===== config.mk =====
export PLATFORM = sky130hd
export DESIGN_NAME = nwa_ctrl
export DESIGN_NICKNAME = d
export VERILOG_FILES = /design/src/nwa_pkg.sv /design/src/nwa_ctrl.sv
export SDC_FILE = /design/constraint.sdc
export NUM_CORES = 1
export LEC_CHECK = 0
export BUFFER_PORTS_ARGS = -buffer_cell sky130_fd_sc_hd__buf_2
export CORE_ASPECT_RATIO = 2
export CORE_MARGIN = 2
export CORE_UTILIZATION = 30
export CTS_CLUSTER_DIAMETER = 60
export DETAILED_ROUTE_END_ITERATION = 7
export PLACE_DENSITY = 0.57
export SLEW_MARGIN = 10
export SYNTH_ARGS = -nofsm -noshare
export SYNTH_HDL_FRONTEND = slang
export SYNTH_SLANG_ARGS = --single-unit

===== constraint.sdc =====
create_clock -name clk -period 1.9 [get_ports clk]
set_input_delay 0 -clock clk [delete_from_list [all_inputs] [get_ports clk]]
set_output_delay 0 -clock clk [all_outputs]
set_load 0.01 [all_outputs]

===== src/nwa_pkg.sv =====
// Shared constants, types and helper functions of the NFA word acceptor.
`default_nettype none

package nwa_pkg;

    // Automaton size.
    localparam int NUM_STATES  = 16;
    localparam int NUM_SYMBOLS = 256;

    // Derived widths.
    localparam int SYM_AW = (NUM_SYMBOLS > 1) ? $clog2(NUM_SYMBOLS) : 1;

    // Request opcodes.
    localparam logic [1:0] OP_WRITE = 2'd0;
    localparam logic [1:0] OP_BYTE  = 2'd1;
    localparam logic [1:0] OP_EMPTY = 2'd2;

    // Configuration register indexes.
    localparam logic CFG_START = 1'b0;
    localparam logic CFG_FINAL = 1'b1;

    typedef logic [NUM_STATES-1:0] state_set_t;
    typedef logic [SYM_AW-1:0]     sym_addr_t;

    // Commands from the controller to the datapath.
    typedef struct packed {
        logic      clr_we;     // clearing pass writes one row of zeros
        sym_addr_t clr_addr;   // row being cleared
        logic      wr_en;      // table write request accepted
        logic      rd_en;      // word byte accepted, read all banks
        logic      init_load;  // load the initial set into the active set
        logic      step;       // replace the active set with the next set
        logic      out_load;   // capture the accept decision
    } dp_cmd_t;

    // One-hot set holding only the start state, empty when out of range.
    function automatic state_set_t initial_set(input logic [3:0] start);
        state_set_t set;
        set = '0;
        for (int i = 0; i < NUM_STATES; i++) begin
            set[i] = (32'(start) == i);
        end
        return set;
    endfunction

    // True when the byte has an entry in the table.
    function automatic logic symbol_ok(input logic [7:0] sym);
        return (32'(sym) < NUM_SYMBOLS);
    endfunction

endpackage

`default_nettype wire


===== src/nwa_ctrl.sv =====
// Controller state machine: clearing pass, request sequencing and output handshake.
`default_nettype none

module nwa_ctrl (
    input  wire logic             clk,
    input  wire logic             rst_n,
    input  wire logic             in_valid,
    output logic                  in_stall,
    input  wire logic [1:0]       opcode,
    input  wire logic             is_last,
    output logic                  out_valid,
    input  wire logic             out_stall,
    output nwa_pkg::dp_cmd_t      cmd
);

    import nwa_pkg::*;

    typedef enum logic [3:0] {
        ST_CLEAR  = 4'b0001,
        ST_IDLE   = 4'b0010,
        ST_STEP   = 4'b0100,
        ST_RESULT = 4'b1000
    } state_t;

    state_t    state_reg, state_next;
    sym_addr_t clr_cnt_reg, clr_cnt_next;
    logic      in_word_reg, in_word_next;
    logic      last_reg, last_next;
    logic      out_valid_reg, out_valid_next;

    logic accept;
    logic out_free;
    logic clr_done;

    // Handshake decode.
    assign accept   = in_valid && (state_reg == ST_IDLE);
    assign out_free = !out_valid_reg || !out_stall;
    assign clr_done = (clr_cnt_reg == sym_addr_t'(NUM_SYMBOLS - 1));

    // Next-state logic.
    always_comb
    begin
        state_next     = state_reg;
        clr_cnt_next   = clr_cnt_reg;
        in_word_next   = in_word_reg;
        last_next      = last_reg;
        out_valid_next = out_valid_reg && out_stall;
        cmd            = '0;
        cmd.clr_addr   = clr_cnt_reg;

        case (state_reg)
            ST_CLEAR:
            begin
                cmd.clr_we   = 1'b1;
                clr_cnt_next = clr_cnt_reg + 1'b1;
                if (clr_done)
                begin
                    state_next = ST_IDLE;
                end
            end
            ST_IDLE:
            begin
                if (accept)
                begin
                    case (opcode)
                        OP_WRITE:
                        begin
                            cmd.wr_en = 1'b1;
                        end
                        OP_BYTE:
                        begin
                            cmd.rd_en     = 1'b1;
                            cmd.init_load = !in_word_reg;
                            in_word_next  = 1'b1;
                            last_next     = is_last;
                            state_next    = ST_STEP;
                        end
                        OP_EMPTY:
                        begin
                            cmd.init_load = 1'b1;
                            in_word_next  = 1'b0;
                            state_next    = ST_RESULT;
                        end
                        default:
                        begin
                            state_next = ST_IDLE;
                        end
                    endcase
                end
            end
            ST_STEP:
            begin
                cmd.step = 1'b1;
                if (last_reg)
                begin
                    in_word_next = 1'b0;
                    state_next   = ST_RESULT;
                end
                else
                begin
                    state_next = ST_IDLE;
                end
            end
            ST_RESULT:
            begin
                if (out_free)
                begin
                    cmd.out_load   = 1'b1;
                    out_valid_next = 1'b1;
                    state_next     = ST_IDLE;
                end
            end
            default:
            begin
                state_next = ST_CLEAR;
            end
        endcase
    end

    // Control registers.
    always_ff @(posedge clk or negedge rst_n)
    begin
        if (!rst_n)
        begin
            state_reg     <= ST_CLEAR;
            clr_cnt_reg   <= '0;
            in_word_reg   <= 1'b0;
            last_reg      <= 1'b0;
            out_valid_reg <= 1'b0;
        end
        else
        begin
            state_reg     <= state_next;
            clr_cnt_reg   <= clr_cnt_next;
            in_word_reg   <= in_word_next;
            last_reg      <= last_next;
            out_valid_reg <= out_valid_next;
        end
    end

    assign in_stall  = (state_reg != ST_IDLE);
    assign out_valid = out_valid_reg;

endmodule

`default_nettype wire


==> impl_summary.md, run 1 <==
Final layout
The area added between synthesis and finish is 26.2%. The share of final-layout standard cells stronger than drive strength 1 is 0.339. The register with the most flip-flops in the layout has 8 of them. 0 antenna diodes ended up in the layout. Leaving out fill and tap cells, the most frequent cell in the layout is sky130_fd_sc_hd__buf_2. Summing all flip-flop and latch instances after layout gives 380 sq um.

The area of combinational cells with multiple inputs is 474 sq um. The top cell types in the final layout, fill and taps aside, are sky130_fd_sc_hd__buf_2, sky130_fd_sc_hd__nand2_1, sky130_fd_sc_hd__dfrtp_1. The number of nets in the layout is 129. The fill cell total of the finished layout is 296.

Floorplanning
Pin placement for this block handled 23 I/O pins. In this run the standard cell core region covers 2770 sq um. The initial utilization of the core area, before any placement, comes to 0.318.

The overall die area is 3420 sq um. The die boundary width is 42.3 microns. The die extent in y is 80.7 microns. The initialized floorplan defines 27 standard-cell rows.

Route
The final layout contains routed wiring with a total length of 1920 microns. The antenna violation net count after detailed routing is 0. In the routed layout, each cell is associated on average with a via count of 5.05.

The starting DRC count in detailed routing is 22. The number of vias after detailed routing is 727. The detailed-route DRC error count is 0. The average routed wire per standard cell is 13.3 microns. The iteration count of the initial detailed-routing pass is 4.

Global route
The global routing usage summed across all routing layers is 0.128. The residual overflow from global routing is 0. The number of global-route vias before repair came to 722. The first global-routing pass estimated 3330 microns of wire. The number of antenna violations at the first check in global routing is 0.

Entering global routing, the biggest net connects 16 pins.

STA
Setup violations remaining at the end of the flow were counted as 0. The worst path needs 1730 ps of the cycle, external delays included. Setup repair after global routing left no endpoint under its margin.

The final hold violation count is 0. The maximum clock frequency is 577 MHz. The clock tree skew after final layout is 1.13 ps. Summed over all failing endpoints, the final setup total negative slack is 0 ps.

The number of pins exceeding their max-slew limit in the final report is 0. The worst hold slack is 130 ps. The transition time of the tightest slew-check pin is 488 ps. In the finished design, the share of the clock period the worst path needs comes to 0.912. The worst slew margin relative to its limit is 0.673.

Yosys
sky130_fd_sc_hd__dfrtp_1 takes more of the synthesized area than any other cell. The count of unique library cells instantiated by Yosys is 28. The sequential-to-total area share from yosys stat is 0.427. The yosys synthesis warning count is 0. The mean cell area of the mapped netlist is 10.1 sq um. The share of synthesized area in the top cell type comes to 0.397. Yosys attributes the largest share of cell area to sky130_fd_sc_hd__dfrtp_1, sky130_fd_sc_hd__ha_1, sky130_fd_sc_hd__xnor2_1. The count of mapped cells out of synthesis is 87. The synthesized design contains 15 register bits. Summing every instance area after synthesis gives 882 sq um. Counting every net in the synthesized netlist gives 100.

Clock tree
The total CTS buffers is 3. For the worst-skew pair, the clock arrives at the later sink with an insertion delay of 250 ps. After clock tree synthesis, the clock-pin slew on the worst setup and hold paths is 60 ps. In this run the number of H-tree levels came out at 1. TritonCTS built the clock tree.

The clock drives 15 sinks. The total setup buffers inserted after CTS is 0. In this run the clock root is driven by a sky130_fd_sc_hd__clkbuf_8. The maximum buffer depth of the clock tree is 2.

Power
For this design the ratio of total power to cell area is 543 nW/um^2. The leakage power is 0.541 nW. IR analysis of the VDD net gives a maximum drop of 0.411 mV. After layout, the design draws a total of 605 uW.

Worst setup path
The capturing element type of the critical path is a register. The category of the critical setup timing path is register to register. The largest driver fanout on the critical path is 9. For the worst setup path, the data required time is 2020 ps. At the worst endpoint, the arrival time is 1860 ps. STA classifies the critical path startpoint as a register. The depth of the most critical reg-to-reg path is 4.

Placement
At the end of routability-driven placement, the weighted congestion stood at 0.796. The HPWL after detailed placement is 1520 microns. The quantity of I/O buffers inserted on ports is 22.

Run status
The run finished with clean final reports.

Hold path
The worst hold path passes through 4 cells. The type of the tightest min-delay check is input pin to register.

Job
Max-cap violations in this run came to 0.
[final cells by class]
type                       count  area share
timing repair buffer          27       0.139
sequential                    15       0.342
inverter                       6      0.0202
clock buffer                   4      0.0404
tap                           29      0.0326
multi-input combinational     63       0.426
[worst max-delay path: stages, from the launching register on]
cell,delay [ps]
sky130_fd_sc_hd__dfstp_2,630
sky130_fd_sc_hd__nor4b_4,460
sky130_fd_sc_hd__o21ai_0,270
sky130_fd_sc_hd__nand2_1,160
sky130_fd_sc_hd__o41ai_1,90
[worst paths after layout]
path / start / end / slack, ps
worst max-delay path: state_reg[0] / state_reg[3] / 170
worst min-delay path: in_valid / in_word_reg / 130
worst max register to register: state_reg[0] / state_reg[3] / 170
worst min register to register: clr_cnt_reg[7] / clr_cnt_reg[7] / 500
max in group asynchronous: rst_n / state_reg[0] / 1420
min in group asynchronous: rst_n / clr_cnt_reg[3] / 180
[cells by family (layout without fill, tap and decap cells)]
family          count (synthesis)  in the layout  share of synthesized area
buf+inv                         9             37                     0.0454
simple gates                   32             32                      0.238
xor+xnor                        7              7                     0.0695
mux                             2              2                     0.0255
flops                          15             15                      0.427
fa+ha+maj                       6              6                     0.0851
compound gates                 16             16                      0.109
[layer usage]
| layer | share of wire | global-route usage |
|---|---|---|
| met1 | 0.39 | 0.150 |
| met2 | 0.55 | 0.223 |
| met3 | 0.039 | 0.0135 |
| met4 | 0.021 | 0.0656 |
| met5 | 0 | 0 |
[Yosys cell counts, drive strengths merged]
cell type   n
xnor2       5
and3        4
o311ai      1
nand2      11
o41ai       2
buf         3
o21ai       7
nor4b       4
dfstp       1
dfrtp      14
inv         6
nand4       3
a31oi       2
nand3       1
nor2        4
or2         1
ha          6
a21oi       3
o21a        1
mux2        2
or4b        2
xor2        2
nand2b      2
[where the power goes]
group / internal [mW] / leakage (nW) / switching, mW / total [mW]
Combinational: 0.0132 / 0.332 / 0.0171 / 0.0303
Clock: 0.148 / 0.0228 / 0.107 / 0.255
Sequential: 0.320 / 0.186 / 0.0000000000000000653 / 0.320
Total: 0.481 / 0.541 / 0.124 / 0.605
[repair_timing]
action | 4_1_cts | 5_1_grt
hold endpoints to repair | 17 | 0
hold buffers | 3 | 0
resized for setup | 0 | 4
endpoints found under the setup margin | 0 | 1
[metrics by stage]
| step | setup WS (ps) | std cells | utilization | cell area (sq um) |
|---|---|---|---|---|
| final | 166 | 144 | 0.402 | 1110 |
| after CTS | 63.6 | 144 | 0.397 | 1100 |
| after floorplan | 240 | 87 | - | 882 |
| after global routing | 4.48 | 144 | 0.402 | 1110 |
| after global placement | 183 | 137 | 0.370 | 1030 |
| after detailed placement | 159 | 137 | 0.370 | 1030 |
Note: power is estimated with default switching activity, not from simulation.
==> inputs of run 2 (changes only) <==
--- a/config.mk
+++ b/config.mk
@@ -12,6 +12,7 @@
 export CTS_CLUSTER_DIAMETER = 60
 export DETAILED_ROUTE_END_ITERATION = 7
 export PLACE_DENSITY = 0.57
+export SETUP_SLACK_MARGIN = 0.5
 export SLEW_MARGIN = 10
 export SYNTH_ARGS = -nofsm -noshare
 export SYNTH_HDL_FRONTEND = slang
==> impl_summary.md, run 2 (same netlist as run 1, synthesis figures left out) <==
STA
The maximum clock frequency is 598 MHz (+3.6%). Setup repair after global routing could not meet its margin everywhere. The count of endpoints failing setup in the final report was 0 (unchanged).

The final hold violation count was 0 (unchanged). The final worst-path setup slack came to 227 ps (+60.5 ps). The clock tree skew after final layout is 5.07 ps (+3.93 ps).

The post-layout minimum cycle time is 1670 ps (-60.5 ps). The transition time of the tightest slew-check pin is 350 ps (-139 ps). The ratio of final minimum period to clock period is 0.881 (-0.0319).

The worst slew margin relative to its limit is 0.764 (+0.0908). The worst hold slack was 180 ps (+49.8 ps). The setup TNS is 0 ps (unchanged). The number of pins exceeding their max-slew limit in the final report is 0 (unchanged).

Worst setup path
STA classifies the critical path startpoint as a register. The data arrival time of the worst path is 1850 ps (about the same). The capturing element type of the critical path is a register. The largest driver fanout on the critical path is 5 (-4).

The critical path is of the register to register type. The required time of the worst setup path is 2070 ps (+50 ps).

Global route
The maximum number of pins on one net before global-route repair is 16 (unchanged). The met2 routing resource usage after global routing came to 0.257 (+0.0338). The global-route wire length before repair is 3660 microns (+10%). The residual overflow from global routing is 0 (unchanged). The global routing usage summed across all routing layers is 0.139 (+0.0114). The number of antenna violations at the first check in global routing is 0 (unchanged). The global routing met1 resource utilization is 0.147 (-0.00301). The fraction of met3 tracks used by global routing is 0.0180 (+0.00449).

The number of global-route vias before repair is 847 (+17%). In this run the most used layer during global routing was met2.

Route
The per-cell via count in the routed design is 5.11 (+1.3%). The routed wire length is 2310 microns (+20%). The antenna violation net count after detailed routing is 0 (unchanged). The average routed wire per standard cell is 14.6 microns (+9.7%).

The detailed-route DRC error count came to 0 (unchanged). The number of vias after detailed routing is 808 (+11%). The starting DRC count in detailed routing is 14 (-36%). The iteration count of the initial detailed-routing pass is 4 (unchanged).

Clock tree
TritonCTS built the clock tree. The tree is rooted in a sky130_fd_sc_hd__clkbuf_8. The number of H-tree levels is 1 (unchanged). The total CTS buffers is 3 (unchanged). The maximum buffer depth of the clock tree is 2 (unchanged). The clock insertion delay at the later pin of the skew report is 240 ps (about the same). The clock slew at the register clock pins of the worst setup and hold paths was 60 ps (about the same). The CTS sink count is 15 (unchanged).

Placement
The quantity of I/O buffers inserted on ports is 22 (unchanged). The area after detailed placement is 1050 sq um (+2.2%). The placement-stage worst setup slack is 297 ps (+138 ps). The placer congestion estimate is 0.753 (-5.4%). The placed wire-length estimate after detailed placement is 1500 microns (-1.2%).

Final layout
The number of flip-flops under the largest register name was 8 (unchanged). Leaving out fill and tap cells, the most frequent cells in the layout are sky130_fd_sc_hd__buf_2, sky130_fd_sc_hd__buf_4, sky130_fd_sc_hd__dfrtp_1. The number of antenna cells inserted is 0 (unchanged). The cell area after layout is 1360 sq um (+22%). The number of nets in the layout was 143 (+11%). Relative to the synthesized area, the layout overhead comes to 53.6%. The share of final-layout standard cells stronger than drive strength 1 is 0.543 (+0.204).

The library cell used most frequently in the layout, excluding fill and tap cells, is sky130_fd_sc_hd__buf_2.

Power
The leakage power is 0.644 nW (+19%). The total power per unit cell area is 448 nW/um^2 (-18%). The peak supply drop was 0.421 mV (+2.5%).

Floorplanning
The die boundary width is 42.3 microns (unchanged). The die extent in y is 80.7 microns (unchanged). The top-level port count is 23 (unchanged). The overall die area is 3420 sq um (unchanged). The initial cell density of the core came to 0.318 (unchanged). The area of the core is 2770 sq um (unchanged).

The site row count was 27 (unchanged).

Hold path
The path class of the tightest hold or removal check is input pin to async pin.

Job
The max-cap check violation count is 0 (unchanged).

Run status
The flow ran to the end, and the final reports show no timing, DRC or antenna violations.
==> run 2: cell count changes in the layout (fill, tap and decap cells not counted), moves of 3 or more <==
cell	change
sky130_fd_sc_hd__buf_4	+10
sky130_fd_sc_hd__o21ai_0	-4
sky130_fd_sc_hd__nand2_1	-4
sky130_fd_sc_hd__buf_2	-3
sky130_fd_sc_hd__o21ai_1	+3
sky130_fd_sc_hd__buf_6	+7
sky130_fd_sc_hd__nand2_2	+4
==> run 2: cell type report <==
type	instances	area, sq um
clock buffer	3	41.3
tap	29	36.3
inverter	6	25.0
clock inverter	1	5.00
timing repair buffer	41	294
sequential	15	380
fill	266	1420
multi-input combinational	63	573
==> run 2: final timing paths <==
check	startpoint	endpoint	slack, ps	cells past startpoint
max in group asynchronous	rst_n	state_reg[0]	1420	2
worst min-delay path	rst_n	clr_cnt_reg[3]	180	2
worst max register to register	state_reg[3]	clr_cnt_reg[7]	230	7
min in group clk	in_valid	in_word_reg	180	4
worst min register to register	clr_cnt_reg[7]	clr_cnt_reg[7]	500	1
worst max-delay path	state_reg[3]	clr_cnt_reg[7]	230	7
==> run 2: through the flow <==
stage / util / power [mW] / std cells
2_1_floorplan: - / 0.334 / 87
3_3_place_gp: 0.379 / 0.351 / 137
3_5_place_dp: 0.379 / 0.351 / 137
4_1_cts: 0.445 / 0.613 / 153
5_1_grt: 0.489 / 0.630 / 158
6_report: 0.489 / 0.607 / 158
==> run 2: timing repair <==
action / in CTS / in global routing
setup buffers: 8 / 5
hold buffers: 3 / 0
setup endpoints to repair: 17 / 21
resized for setup: 14 / 20
cloned: 1 / 0
hold endpoints to repair: 17 / 0
pin swaps: 3 / 8
==> run 2: critical path, cell delays in order (launching register included) <==
cell and delay (ps):
sky130_fd_sc_hd__dfrtp_2 430, sky130_fd_sc_hd__buf_4 140, sky130_fd_sc_hd__buf_6 120, sky130_fd_sc_hd__nor4b_4 320, sky130_fd_sc_hd__buf_6 190, sky130_fd_sc_hd__nand4_4 120, sky130_fd_sc_hd__nor2_2 140, sky130_fd_sc_hd__xor2_1 140
==> run 2: power by group <==
part                  switching [mW]  leakage, nW  internal, mW
logic                         0.0191        0.432        0.0142
clock network                  0.109       0.0255         0.145
registers      0.0000000000000000856        0.186         0.320
==> run 2: routing by layer <==
layer / up-vias / routed length [microns]
li1: 390 / -
met1: 391 / 853
met4: 0 / 76
met3: 6 / 72
met2: 21 / 1310
met5: - / 0
